## src/sef_pkg.sv

```systemverilog
`timescale 1ns / 1ps
`default_nettype none

package sef_pkg;

  // Fixed field widths
  localparam int CHAN_W  = 8;
  localparam int SUM_W   = 10;
  localparam int GRAD_W  = 12;
  localparam int SQ_W    = 2 * GRAD_W;
  localparam int SQSUM_W = SQ_W + 1;
  localparam int SQRT_W  = 34;
  localparam int ROOT_W  = 17;
  localparam int MAG_W   = 15;
  localparam int CFG_W   = 13;
  localparam int ROW_W   = 12;

  // Image geometry
  localparam int MAX_WIDTH    = 4096;
  localparam int HEIGHT_LIMIT = 4096;

  // Integer square root: highest power of four used by the digit recurrence
  localparam logic [SQRT_W-1:0] SQRT_TOP = SQRT_W'(64'h1_0000_0000);

  // floor(n / 3) = (n * ceil(2^19 / 3)) >> 19 for n < 2^19
  localparam int                  DIV3_RECIP_W = 18;
  localparam logic [DIV3_RECIP_W-1:0] DIV3_RECIP = 18'd174763;
  localparam int                  DIV3_SHIFT   = 19;
  localparam int                  PROD_W       = ROOT_W + DIV3_RECIP_W;

  // Queue between front and back
  localparam int QUEUE_DEPTH = 2;

  // Configuration port
  localparam int PADDR_W = 3;
  localparam int PDATA_W = 32;
  localparam logic REG_IMAGE_WIDTH  = 1'b0;
  localparam logic REG_IMAGE_HEIGHT = 1'b1;
  localparam logic [CFG_W-1:0] WIDTH_RESET  = 13'd640;
  localparam logic [CFG_W-1:0] HEIGHT_RESET = 13'd480;

  typedef struct packed {
    logic [CHAN_W-1:0] red;
    logic [CHAN_W-1:0] green;
    logic [CHAN_W-1:0] blue;
  } pixel_t;

  typedef struct packed {
    logic [MAG_W-1:0] edge_magnitude;
    logic             last_result;
  } result_t;

  // Gradient request handed from front to back
  typedef struct packed {
    logic [GRAD_W-1:0] gx_abs;
    logic [GRAD_W-1:0] gy_abs;
    logic              last;
  } grad_t;

  typedef struct packed {
    logic [CFG_W-1:0] image_width;
    logic [CFG_W-1:0] image_height;
    logic             restart;
  } cfg_t;

endpackage

`default_nettype wire

```

## src/sef_queue.sv

```systemverilog
`timescale 1ns / 1ps
`default_nettype none

module sef_queue (
  input  wire logic          clk,
  input  wire logic          rst,
  input  wire logic          push,
  input  wire sef_pkg::grad_t din,
  output logic               full,
  input  wire logic          pop,
  output sef_pkg::grad_t     dout,
  output logic               empty
);

  localparam int PW = (sef_pkg::QUEUE_DEPTH > 1) ? $clog2(sef_pkg::QUEUE_DEPTH) : 1;

  sef_pkg::grad_t  entry [sef_pkg::QUEUE_DEPTH];
  logic [PW-1:0]   wr_ptr;
  logic [PW-1:0]   rd_ptr;
  logic [PW:0]     count;
  logic            do_push;
  logic            do_pop;

  assign full    = (count == (PW+1)'(sef_pkg::QUEUE_DEPTH));
  assign empty   = (count == '0);
  assign do_push = push && !full;
  assign do_pop  = pop && !empty;
  assign dout    = entry[rd_ptr];

  function automatic logic [PW-1:0] wrap_inc(input logic [PW-1:0] p);
    logic [PW-1:0] r;
    if (p == PW'(sef_pkg::QUEUE_DEPTH - 1)) begin
      r = '0;
    end else begin
      r = p + PW'(1);
    end
    return r;
  endfunction

  always_ff @(posedge clk) begin
    if (rst) begin
      wr_ptr <= '0;
      rd_ptr <= '0;
      count  <= '0;
    end else begin
      if (do_push) begin
        wr_ptr <= wrap_inc(wr_ptr);
      end
      if (do_pop) begin
        rd_ptr <= wrap_inc(rd_ptr);
      end
      if (do_push && !do_pop) begin
        count <= count + (PW+1)'(1);
      end else if (do_pop && !do_push) begin
        count <= count - (PW+1)'(1);
      end
    end
  end

  always_ff @(posedge clk) begin
    if (do_push) begin
      entry[wr_ptr] <= din;
    end
  end

endmodule

`default_nettype wire

```

## config.mk

```make
export PLATFORM = sky130hd
export DESIGN_NAME = sef_queue
export DESIGN_NICKNAME = d
export VERILOG_FILES = /design/src/sef_pkg.sv /design/src/sef_queue.sv
export SDC_FILE = /design/constraint.sdc
export NUM_CORES = 1
export LEC_CHECK = 0
export ABC_AREA = 1
export BUFFER_PORTS_ARGS = -buffer_cell sky130_fd_sc_hd__buf_2
export CORE_MARGIN = 4
export CORE_UTILIZATION = 47
export CTS_BUF_LIST = sky130_fd_sc_hd__clkbuf_16
export CTS_CLUSTER_DIAMETER = 120
export DETAILED_ROUTE_END_ITERATION = 8
export PLACE_DENSITY = 0.72
export SYNTH_ARGS = -nofsm -noshare
export SYNTH_HDL_FRONTEND = slang
export SYNTH_SLANG_ARGS = --single-unit
export TNS_END_PERCENT = 1
```

## constraint.sdc

```tcl
create_clock -name clk -period 3.2 [get_ports clk]
set_input_delay 0.16 -clock clk [delete_from_list [all_inputs] [get_ports clk]]
set_output_delay 0.16 -clock clk [all_outputs]
set_load 0.02 [all_outputs]
```

Word-level counts from Yosys, hierarchy flattened
Memories as Yosys holds them, arrays and structs flattened. A register that Yosys moved wholly into a read port is not among the register bits.
Index checks and enable logic that the tools add are counted.
{"block": "totals", "regBits": 4, "latch_bits": 0, "ram_bits": 50, "romBits": 0, "input_bits": 29, "word_cells": 27, "memories": 1}
{"memory": "entry", "words": 2, "word_bits": 25, "read_ports": 1, "rd_clocked_by_memory_dff": 1, "wr": 1, "line": "sef_queue.sv:17", "rtl": "sef_pkg::grad_t entry [sef_pkg::QUEUE_DEPTH];"}
{"block": "classes", "add_sub_neg": 4, "n_mul": 0, "div_mod_pow": 0, "magnitude_cmp": 0, "n_eq_ne": 1, "shift": 0, "n_mux": 8, "n_bitwise": 0, "reduce_logical": 10}
{"operator": "1-bit 2-to-1 mux", "n": 6}
{"operator": "1-bit logical AND", "n": 4}
{"operator": "1-bit zero test", "n": 4}
{"operator": "2-bit 2-to-1 mux", "n": 2}
{"operator": "1-bit adder (second input constant)", "n": 2}
{"operator": "2-bit by 1-bit adder with 2-bit output (second input constant)", "n": 1}
{"operator": "2-bit == test (second input constant)", "n": 1}
{"operator": "2-bit zero test", "n": 1}
{"operator": "2-bit nonzero test", "n": 1}
{"operator": "2-bit by 1-bit subtractor with 2-bit output (second input constant)", "n": 1}

Logic depth before layout (Yosys ltp)
{"block": "depth", "depth_word": 7, "depth_mapped": 10, "depth_no_buf": 10}

Worst setup path before layout
OpenSTA, ideal clock, no wires.
{"block": "synth_path", "path_kind": "reg2reg", "from": "register count[0]", "to": "memory entry[1][0] in the netlist's numbering (enable)", "arrival_ns": 1.616, "t_required_ns": 2.793, "path_slack_ns": 1.177, "stages_incl_launch_ff": 3, "path_buffers": 0, "synth_period_minus_slack_ns": 2.023, "cell_sequence": "dfxtp_1 -> o21ai_2 -> nor2_1"}
{"block": "synth_via", "elab_chain_cells": 5}
{"item": "start: declaration", "line": "sef_queue.sv:20", "rtl": "logic [PW:0] count;"}
{"item": "start signal: assignment", "line": "sef_queue.sv:53", "rtl": "count <= count + (PW+1)'(1);"}
{"item": "start signal: assignment", "line": "sef_queue.sv:55", "rtl": "count <= count - (PW+1)'(1);"}
{"item": "2-bit == test", "line": "sef_queue.sv:24", "rtl": "assign full = (count == (PW+1)'(sef_pkg::QUEUE_DEPTH));"}
{"item": "1-bit zero test", "line": "sef_queue.sv:26", "rtl": "assign do_push = push && !full;"}
{"item": "1-bit logical AND", "line": "sef_queue.sv:26"}
{"item": "1-bit 2-to-1 mux", "line": "sef_queue.sv:61", "rtl": "if (do_push) begin"}
{"item": "1-bit 2-to-1 mux (implied by the code)", "line": "sef_queue.sv:62", "rtl": "entry[wr_ptr] <= din;"}
{"item": "end: declaration", "line": "sef_queue.sv:17"}
No other way between the ends.

==> key figures <==
Timing
  – Worst slew margin: 0.677
  – Tmin final: 1.97 ns
  – RSZ-0062 raised after global routing: false
  – Worst Skew: 0.00475 ns
  – Setup violations, final: 0
  – Max Fclk: 0.508 GHz
  – Setup TNS: 0 ns
  – Worst Tran Pin Value: 0.484 ns
  – Slew Viols, Final: 0
  – Fin. Hold Viols: 0
  – Final worst slack: 1.23 ns
  – Final Cycle Share: 0.615

Worst setup path
  – WP data required: 3.04 ns
  – Critical Path Sink Type: output pin
  – CP arrival: 1.81 ns
  – CP max FO: 16
  – CP Launch Type: register
  – CP Class: register to output pin

Outcome
  – Outcome: completed

Routing
  – Drt initial violations: 77
  – Routed len/inst: 15.8 µm
  – Total Routed Length: 3.62 mm
  – Vias: 1148
  – DR vias/cell: 5.01
  – DR pass1 iterations: 4
  – DRT antenna net count: 0
  – Drc violations: 0

Power
  – Pwr dens: 795 mW/mm²
  – Peak VDD IR: 0.504 mV
  – Sequential fraction of design power: 0.466
  – Pint: 1.46 mW
  – Sw power: 0.620 mW
  – Clk network pwr share: 0.238
  – Pleak: 1.05 nW
  – Sw Ratio: 0.298
  – Logic pwr share: 0.297

Yosys
  – Mapped Area: 0.00216 mm²
  – Syn nets: 145
  – Simple-Gate Fraction of Synth Area: 0.0318
  – Register area share after synthesis: 0.741
  – Flops & latches, synth: 55
  – Mean Syn Cell Area: 18.8 µm²
  – Synth cell types: 19
  – Mux contribution to synthesized area: 0.165
  – Adder-cell share of the synthesized area: 0.00579
  – YS warnings: 0
  – Cell count after synthesis: 115
  – Xor and xnor area share after synthesis: 0
  – Synth Area in Compound Gates: 0.0174
  – Main combinational cell family by area after synthesis: multiplexers

CTS
  – Post-CTS Setup Bufs: 0
  – CTS Hold Bufs: 0
  – Htree depth: 2
  – Worst-skew pair later-pin latency: 0.28 ns
  – Clock-pin transition on the worst setup and hold timing paths: 0.06 ns
  – Clock sink count: 55
  – Root buf cell: clkbuf_16
  – CTS max path bufs: 2
  – Num CTS Buffers: 5
  – CTS tree: yes
  – Resized cells post-CTS: 0

Floorplan
  – Die H: 75.8 µm
  – Initial Util: 0.490
  – Die width: 75.8 µm
  – Ports: 56
  – Die area: 0.00575 mm²
  – Placeable core area: 0.00441 mm²
  – Row count: 24

Global routing
  – Largest net degree at the start of global routing: 26
  – Global-route wire length before repair: 5.59 mm
  – Number of global-route vias before repair: 1225
  – Remaining global-route overflow: 0
  – Initial antenna violation count: 0
  – GRT Overall Usage: 0.137

Final layout
  – # diodes: 0
  – Fin nets: 207
  – Layout cell share with drive strength beyond 1: 0.548
  – Syn-to-layout area delta: 20.8%

Placed design
  – Post-DP HPWL: 2.58 mm
  – Place WS: 1.54 ns
  – Routability congestion estimate: 0.668
  – I/O Buffers: 55

Job
  – Max_cap viols: 0

Worst hold path
  – HP Class: input pin to register
## critical path, cell delays in order (launching register included)
cell and delay, ns:
dfxtp_1 0.62, buf_4 0.40, mux2_4 0.34, buf_2 0.16
## power groups by stage
stage                     Sequential [mW]  Clock [mW]  Combinational [mW]
after floorplan                     0.961           0               0.491
after global placement              0.977           0               0.599
after detailed placement            0.985           0               0.623
after CTS                           0.969       0.512               0.625
after global routing                0.980       0.537               0.663
final                               0.968       0.493               0.616
## sequential cells by signal (all words and copies together) (netlist names), named ones only
signal  count
rd_ptr      1
wr_ptr      1
count       2
entry      50
## Yosys cell counts
master | number | area [µm²]
mux2_2 | 5 | 56.3
o21ai_0 | 2 | 10.0
nand3_1 | 1 | 5.00
nor2_1 | 9 | 33.8
o21ai_2 | 2 | 17.5
ha_1 | 1 | 12.5
nand2_1 | 3 | 11.3
buf_12 | 2 | 40.0
mux2_4 | 20 | 300
and2_1 | 1 | 6.26
inv_1 | 6 | 22.5
dfxtp_1 | 5 | 100
buf_6 | 1 | 11.3
inv_2 | 3 | 11.3
nand4_1 | 1 | 6.26
o21ai_1 | 1 | 5.00
edfxtp_1 | 50 | 1500
a21oi_1 | 1 | 5.00
nand2_2 | 1 | 6.26
## metrics by stage
step	area (µm²)	hold slack [ns]	total power, mW	utilization	cells
6_report	2610	0.0611	2.08	0.592	229
5_1_grt	2610	0.0477	2.18	0.592	229
4_1_cts	2610	0.0519	2.11	0.592	229
3_5_place_dp	2480	0.351	1.61	0.562	222
3_3_place_gp	2480	0.349	1.58	0.562	222
2_1_floorplan	2160	0.259	1.45	-	115
## cell type report
| cell class | count | area [µm²] |
|---|---|---|
| fillers | 344 | 1800 |
| multi-input cells | 48 | 480 |
| inverters | 9 | 33.8 |
| flip-flops and latches | 55 | 1600 |
| repair buffers | 58 | 298 |
| clock buffers | 5 | 125 |
| well taps | 52 | 65.1 |
| clock inverters | 2 | 8.76 |
## path summary, 6_finish.rpt
| path | slack, ns | startpoint | end | depth (start not counted) |
|---|---|---|---|---|
| worst max-delay path | 1.23 | register | dout[22] | 3 |
| worst min register to register | 0.53 | wr_ptr | wr_ptr | 2 |
| worst min-delay path | 0.06 | din[13] | entry[0][13] | 1 |
| worst max register to register | 1.65 | count[1] | count[1] | 9 |
## layout by cell type, fill, tap and decap left out
master,n
nor2_1,7
clkbuf_16,5
inv_1,6
mux2_2,5
edfxtp_1,50
dfxtp_1,5
buf_4,3
mux2_4,20
nand2_1,3
and2_1,1
o21ai_1,1
ha_1,1
inv_2,3
clkinv_1,1
clkinv_2,1
buf_2,55
nand2_2,1
nor2_2,2
nand3_1,1
o21ai_2,2
o21ai_0,2
nand4_1,1
a21oi_1,1
## logic make-up after synthesis
| logic type | after synthesis |
|---|---|
| flip-flops | 55 |
| AND/OR/NAND/NOR | 16 |
| adder cells (fa/ha/maj) | 1 |
| multiplexers | 25 |
| buffers and inverters | 12 |
| AO/OA/AOI/OAI | 6 |
## per-layer routing
metal,routed length [µm],global-route usage
met2,2040,0.260
met4,58,0.0524
met5,0,0
met3,243,0.0528
met1,1270,0.132
Note: power is estimated with default switching activity, not from simulation.
