### src/sef_pkg.sv
`timescale 1ns / 1ps
`default_nettype none

package sef_pkg;

  // Fixed field widths
  localparam int CHAN_W  = 8;
  localparam int SUM_W   = 10;
  localparam int GRAD_W  = 12;
  localparam int SQ_W    = 2 * GRAD_W;
  localparam int SQSUM_W = SQ_W + 1;
  localparam int SQRT_W  = 34;
  localparam int ROOT_W  = 17;
  localparam int MAG_W   = 15;
  localparam int CFG_W   = 13;
  localparam int ROW_W   = 12;

  // Image geometry
  localparam int MAX_WIDTH    = 4096;
  localparam int HEIGHT_LIMIT = 4096;

  // Integer square root: highest power of four used by the digit recurrence
  localparam logic [SQRT_W-1:0] SQRT_TOP = SQRT_W'(64'h1_0000_0000);

  // floor(n / 3) = (n * ceil(2^19 / 3)) >> 19 for n < 2^19
  localparam int                  DIV3_RECIP_W = 18;
  localparam logic [DIV3_RECIP_W-1:0] DIV3_RECIP = 18'd174763;
  localparam int                  DIV3_SHIFT   = 19;
  localparam int                  PROD_W       = ROOT_W + DIV3_RECIP_W;

  // Queue between front and back
  localparam int QUEUE_DEPTH = 2;

  // Configuration port
  localparam int PADDR_W = 3;
  localparam int PDATA_W = 32;
  localparam logic REG_IMAGE_WIDTH  = 1'b0;
  localparam logic REG_IMAGE_HEIGHT = 1'b1;
  localparam logic [CFG_W-1:0] WIDTH_RESET  = 13'd640;
  localparam logic [CFG_W-1:0] HEIGHT_RESET = 13'd480;

  typedef struct packed {
    logic [CHAN_W-1:0] red;
    logic [CHAN_W-1:0] green;
    logic [CHAN_W-1:0] blue;
  } pixel_t;

  typedef struct packed {
    logic [MAG_W-1:0] edge_magnitude;
    logic             last_result;
  } result_t;

  // Gradient request handed from front to back
  typedef struct packed {
    logic [GRAD_W-1:0] gx_abs;
    logic [GRAD_W-1:0] gy_abs;
    logic              last;
  } grad_t;

  typedef struct packed {
    logic [CFG_W-1:0] image_width;
    logic [CFG_W-1:0] image_height;
    logic             restart;
  } cfg_t;

endpackage

`default_nettype wire

### src/sef_back.sv
`timescale 1ns / 1ps
`default_nettype none

module sef_back (
  input  wire logic            clk,
  input  wire logic            rst,
  input  wire sef_pkg::grad_t  q_item,
  input  wire logic            q_empty,
  output logic                 q_pop,
  output sef_pkg::result_t     result,
  output logic                 empty,
  input  wire logic            pop
);

  localparam int GW = sef_pkg::GRAD_W;
  localparam int QW = sef_pkg::SQRT_W;
  localparam int PW = sef_pkg::PROD_W;

  typedef enum logic [5:0] {
    B_IDLE   = 6'b000001,
    B_SQUARE = 6'b000010,
    B_LOAD   = 6'b000100,
    B_ROOT   = 6'b001000,
    B_SCALE  = 6'b010000,
    B_EMIT   = 6'b100000
  } back_state_t;

  back_state_t                  state;
  logic [GW-1:0]                ux, uy;
  logic                         last;
  logic [sef_pkg::SQ_W-1:0]     sq_x, sq_y;
  logic [sef_pkg::SQSUM_W-1:0]  sq_sum;
  logic [QW-1:0]                rem;
  logic [QW-1:0]                root;
  logic [QW-1:0]                bitv;
  logic [QW-1:0]                trial;
  logic [PW-1:0]                prod;
  logic                         out_valid;
  logic                         emit;

  assign q_pop  = (state == B_IDLE) && !q_empty;
  assign emit   = (state == B_EMIT) && (!out_valid || pop);
  assign empty  = !out_valid;
  assign sq_sum = sef_pkg::SQSUM_W'(sq_x) + sef_pkg::SQSUM_W'(sq_y);
  assign trial  = root + bitv;

  always_ff @(posedge clk) begin
    if (rst) begin
      state     <= B_IDLE;
      out_valid <= 1'b0;
    end else begin
      unique case (state)
        B_IDLE:   if (q_pop) state <= B_SQUARE;
        B_SQUARE: state <= B_LOAD;
        B_LOAD:   state <= B_ROOT;
        B_ROOT:   if (bitv[0]) state <= B_SCALE;
        B_SCALE:  state <= B_EMIT;
        B_EMIT:   if (emit) state <= B_IDLE;
        default:  state <= B_IDLE;
      endcase
      if (emit) begin
        out_valid <= 1'b1;
      end else if (pop) begin
        out_valid <= 1'b0;
      end
    end
  end

  always_ff @(posedge clk) begin
    if (q_pop) begin
      ux   <= q_item.gx_abs;
      uy   <= q_item.gy_abs;
      last <= q_item.last;
    end
    if (state == B_SQUARE) begin
      sq_x <= ux * ux;
      sq_y <= uy * uy;
    end
    if (state == B_LOAD) begin
      rem  <= QW'({sq_sum, 8'b0});
      root <= '0;
      bitv <= sef_pkg::SQRT_TOP;
    end
    // one root digit a cycle
    if (state == B_ROOT) begin
      if (rem >= trial) begin
        rem  <= rem - trial;
        root <= (root >> 1) + bitv;
      end else begin
        root <= root >> 1;
      end
      bitv <= bitv >> 2;
    end
    if (state == B_SCALE) begin
      prod <= root[sef_pkg::ROOT_W-1:0] * sef_pkg::DIV3_RECIP;
    end
    if (emit) begin
      result.edge_magnitude <=
        prod[sef_pkg::DIV3_SHIFT + sef_pkg::MAG_W - 1:sef_pkg::DIV3_SHIFT];
      result.last_result <= last;
    end
  end

endmodule

`default_nettype wire

### config.mk
export PLATFORM = sky130hd
export DESIGN_NAME = sef_back
export DESIGN_NICKNAME = d
export VERILOG_FILES = /design/src/sef_pkg.sv /design/src/sef_back.sv
export SDC_FILE = /design/constraint.sdc
export NUM_CORES = 1
export LEC_CHECK = 0
export BUFFER_PORTS_ARGS = -buffer_cell sky130_fd_sc_hd__buf_2
export CAP_MARGIN = 20
export CORE_ASPECT_RATIO = 0.8
export CORE_MARGIN = 2
export CORE_UTILIZATION = 32
export DETAILED_ROUTE_END_ITERATION = 10
export GPL_TIMING_DRIVEN = 0
export PLACE_DENSITY = 0.56
export REMOVE_ABC_BUFFERS = 1
export SETUP_SLACK_MARGIN = 0.4
export SLEW_MARGIN = 20
export SYNTH_ARGS = -nofsm -noshare
export SYNTH_HDL_FRONTEND = slang
export SYNTH_SLANG_ARGS = --single-unit
### constraint.sdc
create_clock -name clk -period 7.25 [get_ports clk]
set_input_delay 1.45 -clock clk [delete_from_list [all_inputs] [get_ports clk]]
set_output_delay 1.45 -clock clk [all_outputs]
set_load 0.05 [all_outputs]
Word-level counts from Yosys, hierarchy flattened
Index checks and enable logic that the tools add are counted.
{"block": "word_totals", "register_bits": 215, "inputBits": 29, "out_inout_bits": 18, "word_cells": 53}
{"block": "classes", "add_sub_neg": 4, "mul": 3, "order_cmp": 1, "eq_ne": 9, "muxes": 14, "n_reduce_logical": 8}
{"cell": "34-bit 2-to-1 mux", "n": 6}
{"cell": "31-bit 2-to-1 mux", "n": 2}
{"cell": "12-bit by 12-bit multiplier with 24-bit output", "n": 2}
{"cell": "6-bit one-hot mux with 6 select lines", "n": 1}
{"cell": "33-bit by 33-bit adder with 34-bit output", "n": 1}
{"cell": "34-bit by 33-bit adder with 34-bit output", "n": 1}
{"cell": "34-bit greater-or-equal comparator", "n": 1}
{"cell": "17-bit by 18-bit multiplier with 34-bit output, second input constant", "n": 1}
{"cell": "34-bit subtractor", "n": 1}
{"cell": "24-bit by 24-bit adder with 25-bit output", "n": 1}
{"cell": "6-bit 2-to-1 mux", "n": 3}
{"cell": "6-bit by 1-bit == test with 1-bit output, second input constant", "n": 1}
{"cell": "6-bit by 2-bit == test with 1-bit output, second input constant", "n": 1}
{"cell": "6-bit by 3-bit == test with 1-bit output, second input constant", "n": 1}
{"cell": "6-bit by 4-bit == test with 1-bit output, second input constant", "n": 1}
{"cell": "6-bit by 5-bit == test with 1-bit output, second input constant", "n": 1}
{"cell": "6-bit == test, second input constant", "n": 1}
{"cell": "2-bit inequality test, second input constant", "n": 3}
{"cell": "2-bit nonzero test", "n": 2}
{"cell": "3-bit AND reduction", "n": 1}
{"cell": "1-bit logical AND", "n": 2}
{"cell": "1-bit logical NOT", "n": 2}
{"cell": "1-bit 2-to-1 mux", "n": 2}
{"cell": "1-bit logical OR", "n": 1}

Depth between registers and ports, before layout
{"block": "logic_depth", "word_depth": 5, "mapped_depth": 25, "depth_no_buf": 23}

Least setup slack after synthesis
Ideal clock, no wire load.
{"block": "synth_path", "path_kind": "flip-flop to flip-flop", "start": "reg root[4]", "end": "reg prod[33], data pin", "setup_ns": 0.260, "arrival_time_ns": 5.574, "slack_ns": 1.416, "path_stages_with_launch": 22, "n_path_buf": 0, "period_less_slack_ns": 5.834, "path_cell_list": "edfxtp_1 -> ha_1 -> fa_1 -> fa_1 -> inv_1 -> fa_1 -> inv_1 -> fa_1 -> inv_1 -> fa_1 -> inv_1 -> ha_1 -> a21oi_1 -> o21bai_1 -> a21o_1 -> a21oi_1 -> a21oi_1 -> o41ai_2 -> o2111ai_1 -> a21o_1 -> a21oi_2 -> xnor2_1"}
{"block": "synth_via", "elab_chain_len": 1}
{"element": "from (decl)", "line_no": "sef_back.sv:34", "rtl": "logic [QW-1:0] root;"}
{"element": "from (signal assigned)", "line_no": "sef_back.sv:88", "rtl": "root <= (root >> 1) + bitv;"}
{"element": "from (signal assigned)", "line_no": "sef_back.sv:90", "rtl": "root <= root >> 1;"}
{"element": "17-bit by 18-bit multiplier with 34-bit output", "line_no": "sef_back.sv:95", "rtl": "prod <= root[sef_pkg::ROOT_W-1:0] * sef_pkg::DIV3_RECIP;"}
{"element": "to (signal assigned)", "line_no": "sef_back.sv:95"}
{"element": "to (decl)", "line_no": "sef_back.sv:37", "rtl": "logic [PW-1:0] prod;"}
No other way between the ends.
A chain may end at the register's enable or synchronous reset.

Worst setup path in the final report
{"block": "layout_path", "start": "reg root[12]", "end": "reg rem[12]"}
{"block": "layout_via", "elab_chain_len": 4, "elab_cells_between_ends": 5, "cone_classes": "add/sub: 2; order compare: 1; mux: 2"}
{"element": "34-bit by 33-bit adder with 34-bit output (*)", "line_no": "sef_back.sv:45", "rtl": "assign trial = root + bitv;"}
{"element": "34-bit subtractor / 34-bit greater-or-equal comparator (equally long branches)", "line_no": "sef_back.sv:87, sef_back.sv:86"}
{"element": "34-bit 2-to-1 mux (*)", "line_no": "sef_back.sv:86", "rtl": "if (rem >= trial) begin"}
{"element": "34-bit 2-to-1 mux (*)", "line_no": "sef_back.sv:85", "rtl": "if (state == B_ROOT) begin"}
{"element": "to (signal assigned)", "line_no": "sef_back.sv:80", "rtl": "rem <= QW'({sq_sum, 8'b0});"}
{"element": "to (signal assigned)", "line_no": "sef_back.sv:87", "rtl": "rem <= rem - trial;"}
{"element": "to (decl)", "line_no": "sef_back.sv:33", "rtl": "logic [QW-1:0] rem;"}
Every way passes the cells marked *; elsewhere a longest branch is shown, timed or not.

==> run metrics <==
status=complete, no violations; crit path from=root[12]; Die W=roughly 300 um; top_reg_cell synth=edfxtp_1; area of placed instances=around 24000 um2; Tot GR Track Use=0.136; placed cell count=3296; count of cell types in the netlist=just over 70; ys async rst share=0; Synthesis Warnings=0; CTS root buffer=clkbuf_16; final net count=2976; crit end category=register; first-pass GRT wire length=about 80 mm; synthesis-to-layout area growth=9.11%; post-route ant nets=0; CTS tree=built; H-tree levels=4; DRC violations left=0; share of the synthesized area in the top cell type=0.208; Setup violations, final=0; core box area=70800 um2; RSZ-0062 raised after global routing=yes; Initial Util=0.325; WL per Instance=14.4 um; Syn Inst Count=approximately 2400; initial antenna violation count=1; Hold Violations, Final=0; top post-synthesis cells by area=fa_1 (21%), edfxtp_1 (20%), ha_1 (18%); die height=244 um; # clock sinks=between 150 and 200; port bufs=46; cell area after layout=between 20000 and 30000 um2; commonest non-fill, non-tap cell in the layout=inv_1; post-synthesis register bit count=between 150 and 200; total die area=about 74000 um2; number of diodes=0; final setup skew=about 0.031 ns; vias in the first global route=between 15000 and 20000; row count=slightly below 90; number of detailed-route iterations in the first pass=7; synthesized area per cell=~9.8 um2; gr ovfl total=0; Post-Route WL=between 40 and 50 mm; Final period util=0.894; EDFF count, synth=roughly 150; Setup Crit Path Kind=reg2reg; via-per-instance ratio=4.77; Required @ worst endpoint=7.67 ns; Critical Path AT=just under 7 ns; HP Start=prod[26]; critical path launch point type=register; Final Max Slew Viols=0; Layout fillers=between 7000 and 8000; Worst-Margin Slew=~0.9 ns; io pins=47; clk slew on worst S/H paths=around 0.10 ns; Worst-Skew Late Latency=slightly above 0.5 ns; fin cells=between 3000 and 4000; hold path cells=0; Max Fanout on Critical Path=23; largest net degree at the start of global routing=52; R2R depth=23; Slew HR=0.408; reg2reg setup slack=approximately 0.77 ns; Hold Crit Class=reg2reg; mapped cell area=about 23000 um2; CTS max path bufs=2; Max Freq=around 150 MHz; Starting DRT DRC Count=730; commonest cells after routing, fill and taps aside=inv_1 (419), ha_1 (325), fa_1 (239); TritonCTS buffer count=17; crit path time final=around 6.5 ns; placer congestion estimate=about 0.87; vias=roughly 16000; share of layout cells above drive strength 1=0.0593; DP Wirelength=about 39 mm; share of the yosys chip area belonging to registers=0.235; Synth area leader=fa_1; Max-Cap Viols=0; launching point of the worst reg2reg path=root[12]
critical path, cell delays in order, from the launching register on:
cell and delay, ns:
edfxtp_1 0.67, ha_1 0.44, nand2_1 0.07, or3_1 0.42, o21ai_0 0.32, nand3_1 0.14, a21o_1 0.24, o21ai_0 0.32
a211o_1 0.24, a22oi_1 0.09, xor2_1 0.17, ha_1 0.45, nand4_1 0.25, nor4_2 0.56, nand3_1 0.29, nand3_1 0.23
or3_1 0.20, a311oi_4 0.07, nor3_4 0.37, buf_6 0.26, buf_6 0.22, buf_8 0.18, a211oi_1 0.06, a21oi_1 0.11
routing by layer:
metal / wire (um) / up-vias / track usage
li1: - / 7881 / -
met3: 1650 / 26 / 0.0227
met4: 444 / 0 / 0.0296
met1: 23800 / 7786 / 0.190
met5: 0 / - / 0
met2: 22200 / 203 / 0.220
synthesized netlist by cell type, drive strengths merged (41+ instances only):
master  count
edfxtp    152
a21oi     100
o21ai      73
clkbuf     41
inv       419
xor2       64
xnor2     105
dfxtp      42
ha        325
nand2     148
fa        239
nor2      142
a21o       48
and2       94
cell families after synthesis:
logic type	after synthesis	synth area share
xor+xnor	169	0.0644
mux	12	0.00534
compound gates	377	0.110
simple gates	561	0.121
flops	194	0.235
buf+inv	473	0.0788
fa+ha+maj	564	0.385
path summary, 6_finish.rpt:
check	endpoint
worst max-delay path	rem[12]
worst min-delay path	result[8]
worst max register to register	rem[12]
worst min register to register	result[8]
what timing repair did:
| item | CTS | global route |
|---|---|---|
| hold endpoints to repair | 0 | 0 |
| endpoints found under the setup margin | 0 | 49 |
| hold buffers | 0 | 0 |
| gates resized for setup | 0 | 1 |
| buffers inserted | 0 | 2 |
through the flow:
stage | utilization | worst slack [ns] | TNS, ns | hold slack, ns
after floorplan | - | 0.702 | 0 | 0.400
after global placement | 0.341 | -1.73 | -61.13 | 0.401
after detailed placement | 0.345 | 0.617 | 0 | 0.406
after CTS | 0.354 | 0.563 | 0 | 0.422
after global routing | 0.354 | 0.384 | 0 | 0.424
final | 0.354 | 0.772 | 0 | 0.422
cell type report:
class	count	area, um2	area share
multi-input combinational	1683	15800	0.631
sequential	194	5410	0.216
inverter	419	1570	0.0627
tap	934	1170	0.0466
timing repair buffer	68	488	0.0195
clock buffer	18	429	0.0171
clock inverter	14	178	0.00709
state kept, by name (all words and copies together), names as in the netlist:
register,flops
sq_x,23
rem,34
root,34
out_valid,1
last,1
bitv,17
result,16
state,6
uy,12
sq_y,23
prod,15
ux,12
Power is not shown: default switching activity piles up to over one toggle a cycle in this logic, so the estimate is an artifact.
